--- src/rtl/aue_pkg.sv ---
// ----------------------------------------------------------------------------
// aue_pkg
// Shared types and constants for the ALU micro-op encoder.
// ----------------------------------------------------------------------------
package aue_pkg;

    localparam logic [3:0] ACT_RESET    = 4'd0;
    localparam logic [3:0] ACT_MOV      = 4'd1;
    localparam logic [3:0] ACT_MOV_IMM  = 4'd2;
    localparam logic [3:0] ACT_ADD      = 4'd3;
    localparam logic [3:0] ACT_ADD_IMM  = 4'd4;
    localparam logic [3:0] ACT_ADD_LSH  = 4'd5;
    localparam logic [3:0] ACT_AND      = 4'd6;
    localparam logic [3:0] ACT_AND_IMM  = 4'd7;
    localparam logic [3:0] ACT_OR       = 4'd8;
    localparam logic [3:0] ACT_OR_IMM   = 4'd9;
    localparam logic [3:0] ACT_SUB      = 4'd10;
    localparam logic [3:0] ACT_SUB_IMM  = 4'd11;
    localparam logic [3:0] ACT_XOR      = 4'd12;
    localparam logic [3:0] ACT_XOR_IMM  = 4'd13;

    localparam logic [7:0] OPC_AND_R = 8'h00;
    localparam logic [7:0] OPC_EOR_R = 8'h02;
    localparam logic [7:0] OPC_SUB_R = 8'h04;
    localparam logic [7:0] OPC_ADD_R = 8'h08;
    localparam logic [7:0] OPC_ORR_R = 8'h18;
    localparam logic [7:0] OPC_MOV_R = 8'h1a;
    localparam logic [7:0] OPC_AND_I = 8'h20;
    localparam logic [7:0] OPC_EOR_I = 8'h22;
    localparam logic [7:0] OPC_SUB_I = 8'h24;
    localparam logic [7:0] OPC_ADD_I = 8'h28;
    localparam logic [7:0] OPC_ORR_I = 8'h38;
    localparam logic [7:0] OPC_MOV_I = 8'h3a;
    localparam logic [7:0] OPC_BIC_I = 8'h3c;
    localparam logic [7:0] OPC_LDR_I = 8'h51;
    localparam logic [3:0] COND_AL   = 4'he;
    localparam logic [31:0] LDR_UP   = 32'h0080_0000;
    localparam logic [31:0] MIN_NEG  = 32'h8000_0000;

    localparam logic [3:0] CFG_TEMP_REG = 4'd0;
    localparam logic [3:0] CFG_POOL_REG = 4'd1;

    // decode result handed from datapath to controller
    typedef struct packed {
        logic       none;      // no result (reset or unused code)
        logic       direct;    // single word, no literal
        logic       need_lit;  // literal path
        logic       lit_to_d;  // LDR into destination, no following op
    } aue_stat_t;

    // controller commands to datapath
    typedef struct packed {
        logic load;       // capture input beat and decode
        logic clr_pool;   // reset action
        logic srch_start; // init search pointer
        logic srch_step;  // advance search pointer
        logic append;     // write new literal
        logic emit;       // present output beat
        logic [1:0] sel;  // which word to present
        logic last;
    } aue_cmd_t;

    localparam logic [1:0] SEL_DIRECT = 2'd0;
    localparam logic [1:0] SEL_POOL   = 2'd1;
    localparam logic [1:0] SEL_LDR    = 2'd2;
    localparam logic [1:0] SEL_FULL   = 2'd3;

    function automatic logic [31:0] dp_word(input logic [7:0] opc, input logic [3:0] rd,
                                            input logic [3:0] rn, input logic [11:0] low);
        dp_word = {COND_AL, opc, rn, rd, low};
    endfunction

    // 8-bit value with even rotation, trailing zeros stripped by 16/8/4/2
    function automatic logic [12:0] rot_imm(input logic [31:0] val);
        logic [31:0] v;
        logic [4:0]  sh;
        logic [4:0]  rot;
        v  = val;
        sh = 5'd0;
        if (v[15:0] == 16'd0) begin sh = sh + 5'd16; v = v >> 16; end
        if (v[7:0] == 8'd0) begin sh = sh + 5'd8; v = v >> 8; end
        if (v[3:0] == 4'd0) begin sh = sh + 5'd4; v = v >> 4; end
        if (v[1:0] == 2'd0) begin sh = sh + 5'd2; v = v >> 2; end
        rot = 5'd0 - sh;
        rot_imm = {(v[31:8] == 24'd0), rot[4:1], v[7:0]};
    endfunction

endpackage

--- src/rtl/aue_ctrl.sv ---
// ----------------------------------------------------------------------------
// aue_ctrl
// Sequencer: decode, pool search for literal ops, then result beats.
// ----------------------------------------------------------------------------
module aue_ctrl import aue_pkg::*; (
    input  logic      aclk,
    input  logic      aresetn,
    input  logic      s_valid,
    output logic      s_ready,
    input  logic [3:0] s_action,
    input  aue_stat_t stat,
    input  logic      pool_full_flag,
    input  logic      srch_hit,
    input  logic      srch_end,
    output aue_cmd_t  cmd,
    output logic      out_valid,
    input  logic      out_ready
);
    localparam logic [2:0] ST_IDLE = 3'd0;
    localparam logic [2:0] ST_DEC  = 3'd1;
    localparam logic [2:0] ST_SRCH = 3'd2;
    localparam logic [2:0] ST_POOL = 3'd3;
    localparam logic [2:0] ST_LDR  = 3'd4;
    localparam logic [2:0] ST_OP   = 3'd5;
    localparam logic [2:0] ST_FULL = 3'd6;

    logic [2:0] state_reg, state_next;

    always_ff @(posedge aclk) begin
        if (!aresetn) state_reg <= ST_IDLE;
        else          state_reg <= state_next;
    end

    always_comb begin
        state_next = state_reg;
        cmd        = '0;
        out_valid  = 1'b0;
        s_ready    = (state_reg == ST_IDLE);
        unique case (state_reg)
            ST_IDLE: if (s_valid) begin
                cmd.load = 1'b1;
                cmd.clr_pool = (s_action == ACT_RESET);
                cmd.srch_start = 1'b1;
                state_next = ST_DEC;
            end
            ST_DEC: begin
                priority if (stat.none) state_next = ST_IDLE;
                else if (stat.direct) state_next = ST_OP;
                else if (pool_full_flag) state_next = ST_FULL;
                else begin
                    cmd.srch_step = 1'b1;
                    state_next = ST_SRCH;
                end
            end
            ST_SRCH: begin
                priority if (srch_hit) state_next = ST_LDR;
                else if (srch_end) begin
                    cmd.append = 1'b1;
                    state_next = ST_POOL;
                end else cmd.srch_step = 1'b1;
            end
            ST_POOL: begin
                cmd.sel = SEL_POOL;
                out_valid = 1'b1;
                if (out_ready) state_next = ST_LDR;
            end
            ST_LDR: begin
                cmd.sel = SEL_LDR;
                cmd.last = stat.lit_to_d;
                out_valid = 1'b1;
                if (out_ready) state_next = stat.lit_to_d ? ST_IDLE : ST_OP;
            end
            ST_OP: begin
                cmd.sel = SEL_DIRECT;
                cmd.last = 1'b1;
                out_valid = 1'b1;
                if (out_ready) state_next = ST_IDLE;
            end
            ST_FULL: begin
                cmd.sel = SEL_FULL;
                cmd.last = 1'b1;
                out_valid = 1'b1;
                if (out_ready) state_next = ST_IDLE;
            end
            default: state_next = ST_IDLE;
        endcase
        cmd.emit = out_valid;
    end
endmodule

--- config.mk ---
export PLATFORM = sky130hd
export DESIGN_NAME = aue_ctrl
export DESIGN_NICKNAME = d
export VERILOG_FILES = /design/src/rtl/aue_pkg.sv /design/src/rtl/aue_ctrl.sv
export SDC_FILE = /design/constraint.sdc
export NUM_CORES = 1
export LEC_CHECK = 0
export BUFFER_PORTS_ARGS = -buffer_cell sky130_fd_sc_hd__buf_2
export CAP_MARGIN = 20
export CORE_AREA = 2 2 39 41
export CTS_BUF_LIST = sky130_fd_sc_hd__clkbuf_4
export DETAILED_ROUTE_END_ITERATION = 16
export DIE_AREA = 0 0 41 43
export PLACE_DENSITY = 0.63
export SYNTH_ARGS = -nofsm -noshare
export SYNTH_HDL_FRONTEND = slang
export SYNTH_SLANG_ARGS = --single-unit
--- constraint.sdc ---
create_clock -name aclk -period 1.15 [get_ports aclk]
set_input_delay 0.115 -clock aclk [delete_from_list [all_inputs] [get_ports aclk]]
set_output_delay 0.115 -clock aclk [all_outputs]
set_load 0.1 [all_outputs]
==> results.sh, run 1 <==
export IMPL_outcome="finished with violations"
export IMPL_violations="setup timing"
export IMPL_area_growth_pct=153.7
export IMPL_regToRegStartpoint="state_reg[0]"
export IMPL_setup_viol=14
export IMPL_synthCells=48
export IMPL_drv_cap=0
export IMPL_gr_max_usage_layer="met2"
export IMPL_layoutNonFillerInstCount=100
export IMPL_dp_cells=95
export IMPL_htree_levels=1
export IMPL_worstHoldPathType="in2reg"
export IMPL_min_delay_start="aresetn"
export IMPL_relSlewSlack=0.8161
export IMPL_first_pass_iters=2
export IMPL_vias=482
export IMPL_core_area_mm2=0.001384
export IMPL_synth_async_sr_flop_share=0
export IMPL_drive_above_1_share=0.7024
export IMPL_ys_seq_area_frac=0.1672
export IMPL_cts_sinks=3
export IMPL_die_x_um=41
export IMPL_routed_wl_um=1042
export IMPL_synth_nets=63
export IMPL_dp_hpwl_um=862.6
export IMPL_syn_mean_instance_area_um2=7.481
export IMPL_rsz0062_at_grt="true"
export IMPL_hold_violations=0
export IMPL_peakVddDrop_v=0.001247
export IMPL_hold_worst_slack_ns=0.1969
export IMPL_max_slew_worst_pin_slew_ns=0.2759
export IMPL_place_gp_congestion=0.7142
export IMPL_clock_latency_ns=0.22
export IMPL_wl_per_cell_um=10.42
export IMPL_rows=14
export IMPL_mostFrequentLayoutCell="buf_2"
export IMPL_fillers=126
export IMPL_io_pins=26
export IMPL_finalWorstSetupSlack_ns=-0.5029
export IMPL_crit_required_ns=1.03
export IMPL_die_area_mm2=0.001763
export IMPL_start_util=0.2595
export IMPL_crit_arrival_ns=1.54
export IMPL_power_leakage_nw=0.3895
export IMPL_synth_area_top_cells="dfxtp_1, mux2i_1, buf_4"
export IMPL_synth_cell_type_count=24
export IMPL_io_buffers=24
export IMPL_cts_tree="built"
export IMPL_synth_edff_count=0
export IMPL_end_kind="output port"
export IMPL_layout_common_cells="buf_2, buf_12, buf_4, nand2_1, clkbuf_4"
export IMPL_grt_max_degree=14
export IMPL_grt_use_met1=0.1543
export IMPL_synthXorXnorAreaFrac=0
export IMPL_synthAdderAreaFrac=0
export IMPL_crit_path_start="state_reg[2]"
export IMPL_synth_mux_area_fraction=0.08362
export IMPL_final_nets=100
export IMPL_drc=0
export IMPL_drt_initial_drc_count=1
export IMPL_grtUsageMet3=0.04188
export IMPL_synth_flop_cell="dfxtp_1"
export IMPL_final_area_um2=910.9
export IMPL_grt_pass1_vias=449
export IMPL_setup_tns_final_ns=-3.916
export IMPL_synth_top_family_by_area="simple AND/OR/NAND/NOR gates"
export IMPL_cts_buffer_depth=2
export IMPL_gr_usage_met2=0.2219
export IMPL_grt_overflow=0
export IMPL_clk_pin_slew_ns=0.03
export IMPL_worst_setup_path_type="reg2out"
export IMPL_fin_crit_sh=1.437
export IMPL_fmax_mhz=605.0
export IMPL_crit_path_start_kind="flip-flop"
export IMPL_synth_top_cell_by_area="dfxtp_1"
export IMPL_largest_reg_flops=3
export IMPL_vias_per_cell=4.820
export IMPL_die_h_um=43
export IMPL_mappedNetlistArea_um2=359.1
export IMPL_synth_simple_area_share=0.4111
export IMPL_synth_seq_cells=3
export IMPL_antenna_found_initial=0
export IMPL_yosysTopAreaCellShare=0.1672
export IMPL_numCtsBuffers=3
export IMPL_num_antenna_cells=0
export IMPL_grt_pass1_wl_um=1669
export IMPL_route_antenna_remaining_nets=0
export IMPL_fin_skew_ns=0.0004570
export IMPL_p_per_area_mw_per_mm2=1833
export IMPL_root_buffer="clkbuf_4"
export IMPL_synth_compound_area_frac=0.2439
export IMPL_slew_violations=0
export IMPL_layout_min_cycle_time_ns=1.653
export IMPL_cp_max_fo=2
export IMPL_postPlaceCellArea_um2=799.5
export IMPL_grt_total_usage=0.1355
export IMPL_place_worst_setup_slack_ns=-0.3091
export IMPL_yosys_warnings=0
==> worst max-delay path: stages (launching register included) <==
cell and delay [ns]:
dfxtp_1 0.30, or4b_4 0.55, o32ai_4 0.25, buf_12 0.21
==> final cells by class <==
cell class                      count  area (um2)  area share
Clock buffer                        4       30.03     0.03297
Sequential cell                     3       62.56     0.06868
Multi-Input combinational cell     40       371.6      0.4080
Tap cell                           16       20.02     0.02198
Timing Repair Buffer               37       426.7      0.4684
==> final timing paths <==
check | end | cells past startpoint | slack, ns
worst max-delay path | cmd[5] | 3 | -0.50
worst min-delay path | state_reg[1] | 3 | 0.20
worst max register to register | state_reg[1] | 5 | -0.28
worst min register to register | state_reg[1] | 3 | 0.63
==> metrics by stage <==
step | total power, mW | util
floorplan | 0.9753 | -
global placement | 1.299 | 0.5778
detailed placement | 1.316 | 0.5778
CTS | 1.686 | 0.6555
global route | 1.751 | 0.6582
finish | 1.670 | 0.6582
==> what timing repair did <==
action                     CTS  global route
setup endpoints to repair   14            14
pin swaps                    4             1
gates cloned                 1             0
resized for setup           10             1
buffers inserted             0             0
hold buffers                 0             0
==> synth_stat cells (all sizes together) (2+ instances only) <==
library cell,instances
nand2,5
nor2,5
buf,4
nor2b,4
a21oi,3
dfxtp,3
mux2i,3
a21o,2
and3,2
nor3,2
o21ai,2
or3b,2
==> where the power goes <==
group	switching [mW]	internal (mW)
combinational	0.724	0.600
sequential	0.0177	0.128
clock	0.0472	0.153
total	0.789	0.881
==> metal layers <==
| metal | vias up | routed length, um |
|---|---|---|
| met5 | - | 0 |
| met4 | 0 | 8 |
| met3 | 2 | 97 |
| met2 | 23 | 544 |
| met1 | 213 | 391 |
| li1 | 244 | - |
==> cells by family after synthesis <==
| logic type | count (synthesis) |
|---|---|
| multiplexers | 3 |
| AND/OR/NAND/NOR | 25 |
| AO/OA/AOI/OAI | 12 |
| flip-flops | 3 |
| buffers and inverters | 5 |
(Power assumes the default switching activity.)
==> run 2: changes to the inputs <==
- CTS_BUF_LIST: sky130_fd_sc_hd__clkbuf_4 -> sky130_fd_sc_hd__clkbuf_16
==> run 2 against run 1 <==
Effect of this change:
- the flow still finishes with violations (setup timing)
- first-iteration DRC count grew to 7.0 times the previous value
- critical path depth stayed put
- sequential power hardly changed
- final cell count is 4.0% higher
- combinational power is 5% higher
- clock skew hardly changed
- total power is 25% higher
- sequential share of layout area is 0.62 points lower
- hold slack better by 0.0063 ns
- clock-buffer cell count is 1 lower
- global-route usage is 2.1 points higher
- critical path type unchanged
- largest power group unchanged
- highest routed layer unchanged
==> results.sh, run 2 (synthesized netlist as in run 1, its figures left out) <==
export IMPL_grt_overflow=0
export IMPL_pwr_share_comb=0.665
export IMPL_hold_buffers=0
export IMPL_crit_path_start_kind="flip-flop"
export IMPL_fillers=103
export IMPL_relSlewSlack=0.8137
export IMPL_die_area_mm2=0.001763
export IMPL_drive_above_1_share=0.7273
export IMPL_cp_max_fo=2
export IMPL_layout_common_cells="buf_2, buf_12, buf_4, buf_6, nand2_1"
export IMPL_fin_skew_ns=0.0009326
export IMPL_io_buffers=24
export IMPL_drt_initial_drc_count=7
export IMPL_p_sw_frac=0.4155
export IMPL_grt_pass1_vias=478
export IMPL_slew_violations=0
export IMPL_htree_levels=1
export IMPL_cts_buffer_depth=2
export IMPL_drc=0
export IMPL_peakVddDrop_v=0.001637
export IMPL_multiInputGateArea_um2=382.9
export IMPL_rsz0062_at_grt="true"
export IMPL_route_antenna_remaining_nets=0
export IMPL_grt_total_usage=0.1568
export IMPL_hold_worst_slack_ns=0.2032
export IMPL_layoutNonFillerInstCount=104
export IMPL_finalWorstSetupSlack_ns=-0.5318
export IMPL_final_nets=104
export IMPL_internal_power_mw=1.219
export IMPL_cts_sinks=3
export IMPL_worst_setup_path_type="reg2out"
export IMPL_hold_violations=0
export IMPL_vias=524
export IMPL_end_kind="output port"
export IMPL_clock_latency_ns=0.23
export IMPL_wl_per_cell_um=11.86
export IMPL_crit_arrival_ns=1.57
export IMPL_mostFrequentLayoutCell="buf_2"
export IMPL_seqPwrFrac=0.072
export IMPL_largest_reg_flops=3
export IMPL_grt_max_degree=14
export IMPL_rows=14
export IMPL_first_pass_iters=4
export IMPL_area_growth_pct=184.3
export IMPL_setup_viol=14
export IMPL_antenna_found_initial=0
export IMPL_fmax_mhz=594.6
export IMPL_p_per_area_mw_per_mm2=2043
export IMPL_dp_cells=95
export IMPL_die_x_um=41
export IMPL_io_pins=26
export IMPL_vias_per_cell=5.038
export IMPL_final_seq_area_um2=63.81
export IMPL_clkPwrFrac=0.263
export IMPL_layout_min_cycle_time_ns=1.682
export IMPL_fin_crit_sh=1.462
export IMPL_start_util=0.2595
export IMPL_dp_hpwl_um=862.6
export IMPL_root_buffer="clkbuf_16"
export IMPL_cts_tree="built"
export IMPL_drv_cap=0
export IMPL_grt_pass1_wl_um=1835
export IMPL_core_area_mm2=0.001384
export IMPL_numCtsBuffers=3
export IMPL_crit_required_ns=1.03
export IMPL_routed_wl_um=1233
export IMPL_violations="setup timing"
export IMPL_max_slew_worst_pin_slew_ns=0.2795
export IMPL_worstHoldPathType="in2reg"
export IMPL_outcome="finished with violations"
export IMPL_die_h_um=43
export IMPL_power_leakage_nw=0.4454
export IMPL_p_switching_mw=0.8666
export IMPL_clk_pin_slew_ns=0.03
export IMPL_place_gp_congestion=0.7142
export IMPL_num_antenna_cells=0
==> run 2: per-layer routing <==
metal  GRT usage  wire [um]
met5           0          0
met4      0.1133         28
met1      0.1548        434
met2      0.2563        668
met3     0.04712        101
==> run 2: metrics by stage <==
| step | TNS, ns | worst slack [ns] | area (um2) | total power, mW | utilization |
|---|---|---|---|---|---|
| after floorplan | -4.634 | -0.9849 | 480.5 | 0.9753 | - |
| after global placement | -1.391 | -0.3118 | 799.5 | 1.299 | 0.5778 |
| after detailed placement | -1.612 | -0.3091 | 799.5 | 1.316 | 0.5778 |
| after CTS | -4.110 | -0.5132 | 955.9 | 2.039 | 0.6908 |
| after global routing | -5.304 | -0.5565 | 1021 | 2.160 | 0.7378 |
| final | -4.747 | -0.5318 | 1021 | 2.086 | 0.7378 |
==> run 2: critical path, stage by stage, from the launching register on <==
cell,delay [ns]
dfxtp_2,0.31
or4b_4,0.55
o32ai_4,0.26
buf_12,0.21
==> run 2: path summary, 6_finish.rpt <==
| path | cells after the start | slack, ns | to | startpoint |
|---|---|---|---|---|
| worst min register to register | 3 | 0.64 | state_reg[1] | state_reg[1] |
| worst min-delay path | 3 | 0.20 | state_reg[1] | aresetn |
| worst max-delay path | 3 | -0.53 | cmd[5] | state_reg[2] |
| worst max register to register | 5 | -0.27 | state_reg[1] | state_reg[0] |
==> run 2: layout make-up <==
| cell class | instances | share of cell area |
|---|---|---|
| Clock inverter | 1 | 0.003676 |
| Clock buffer | 3 | 0.07353 |
| Sequential cell | 3 | 0.06250 |
| Multi-Input combinational cell | 40 | 0.3750 |
| Tap cell | 16 | 0.01961 |
| Timing Repair Buffer | 41 | 0.4657 |
==> run 2: repair_timing <==
action,CTS,global route
cloned,1,0
resized for setup,10,9
hold endpoints to repair,0,0
setup buffers,0,4
pin swaps,4,3
setup endpoints to repair,14,14
==> run 2: power by group through the flow <==
stage,logic [mW],clock network (mW),registers [mW]
after floorplan,0.832,0,0.143
after global placement,1.16,0,0.136
after detailed placement,1.18,0,0.138
after CTS,1.33,0.560,0.146
after global routing,1.44,0.566,0.149
final,1.39,0.550,0.149
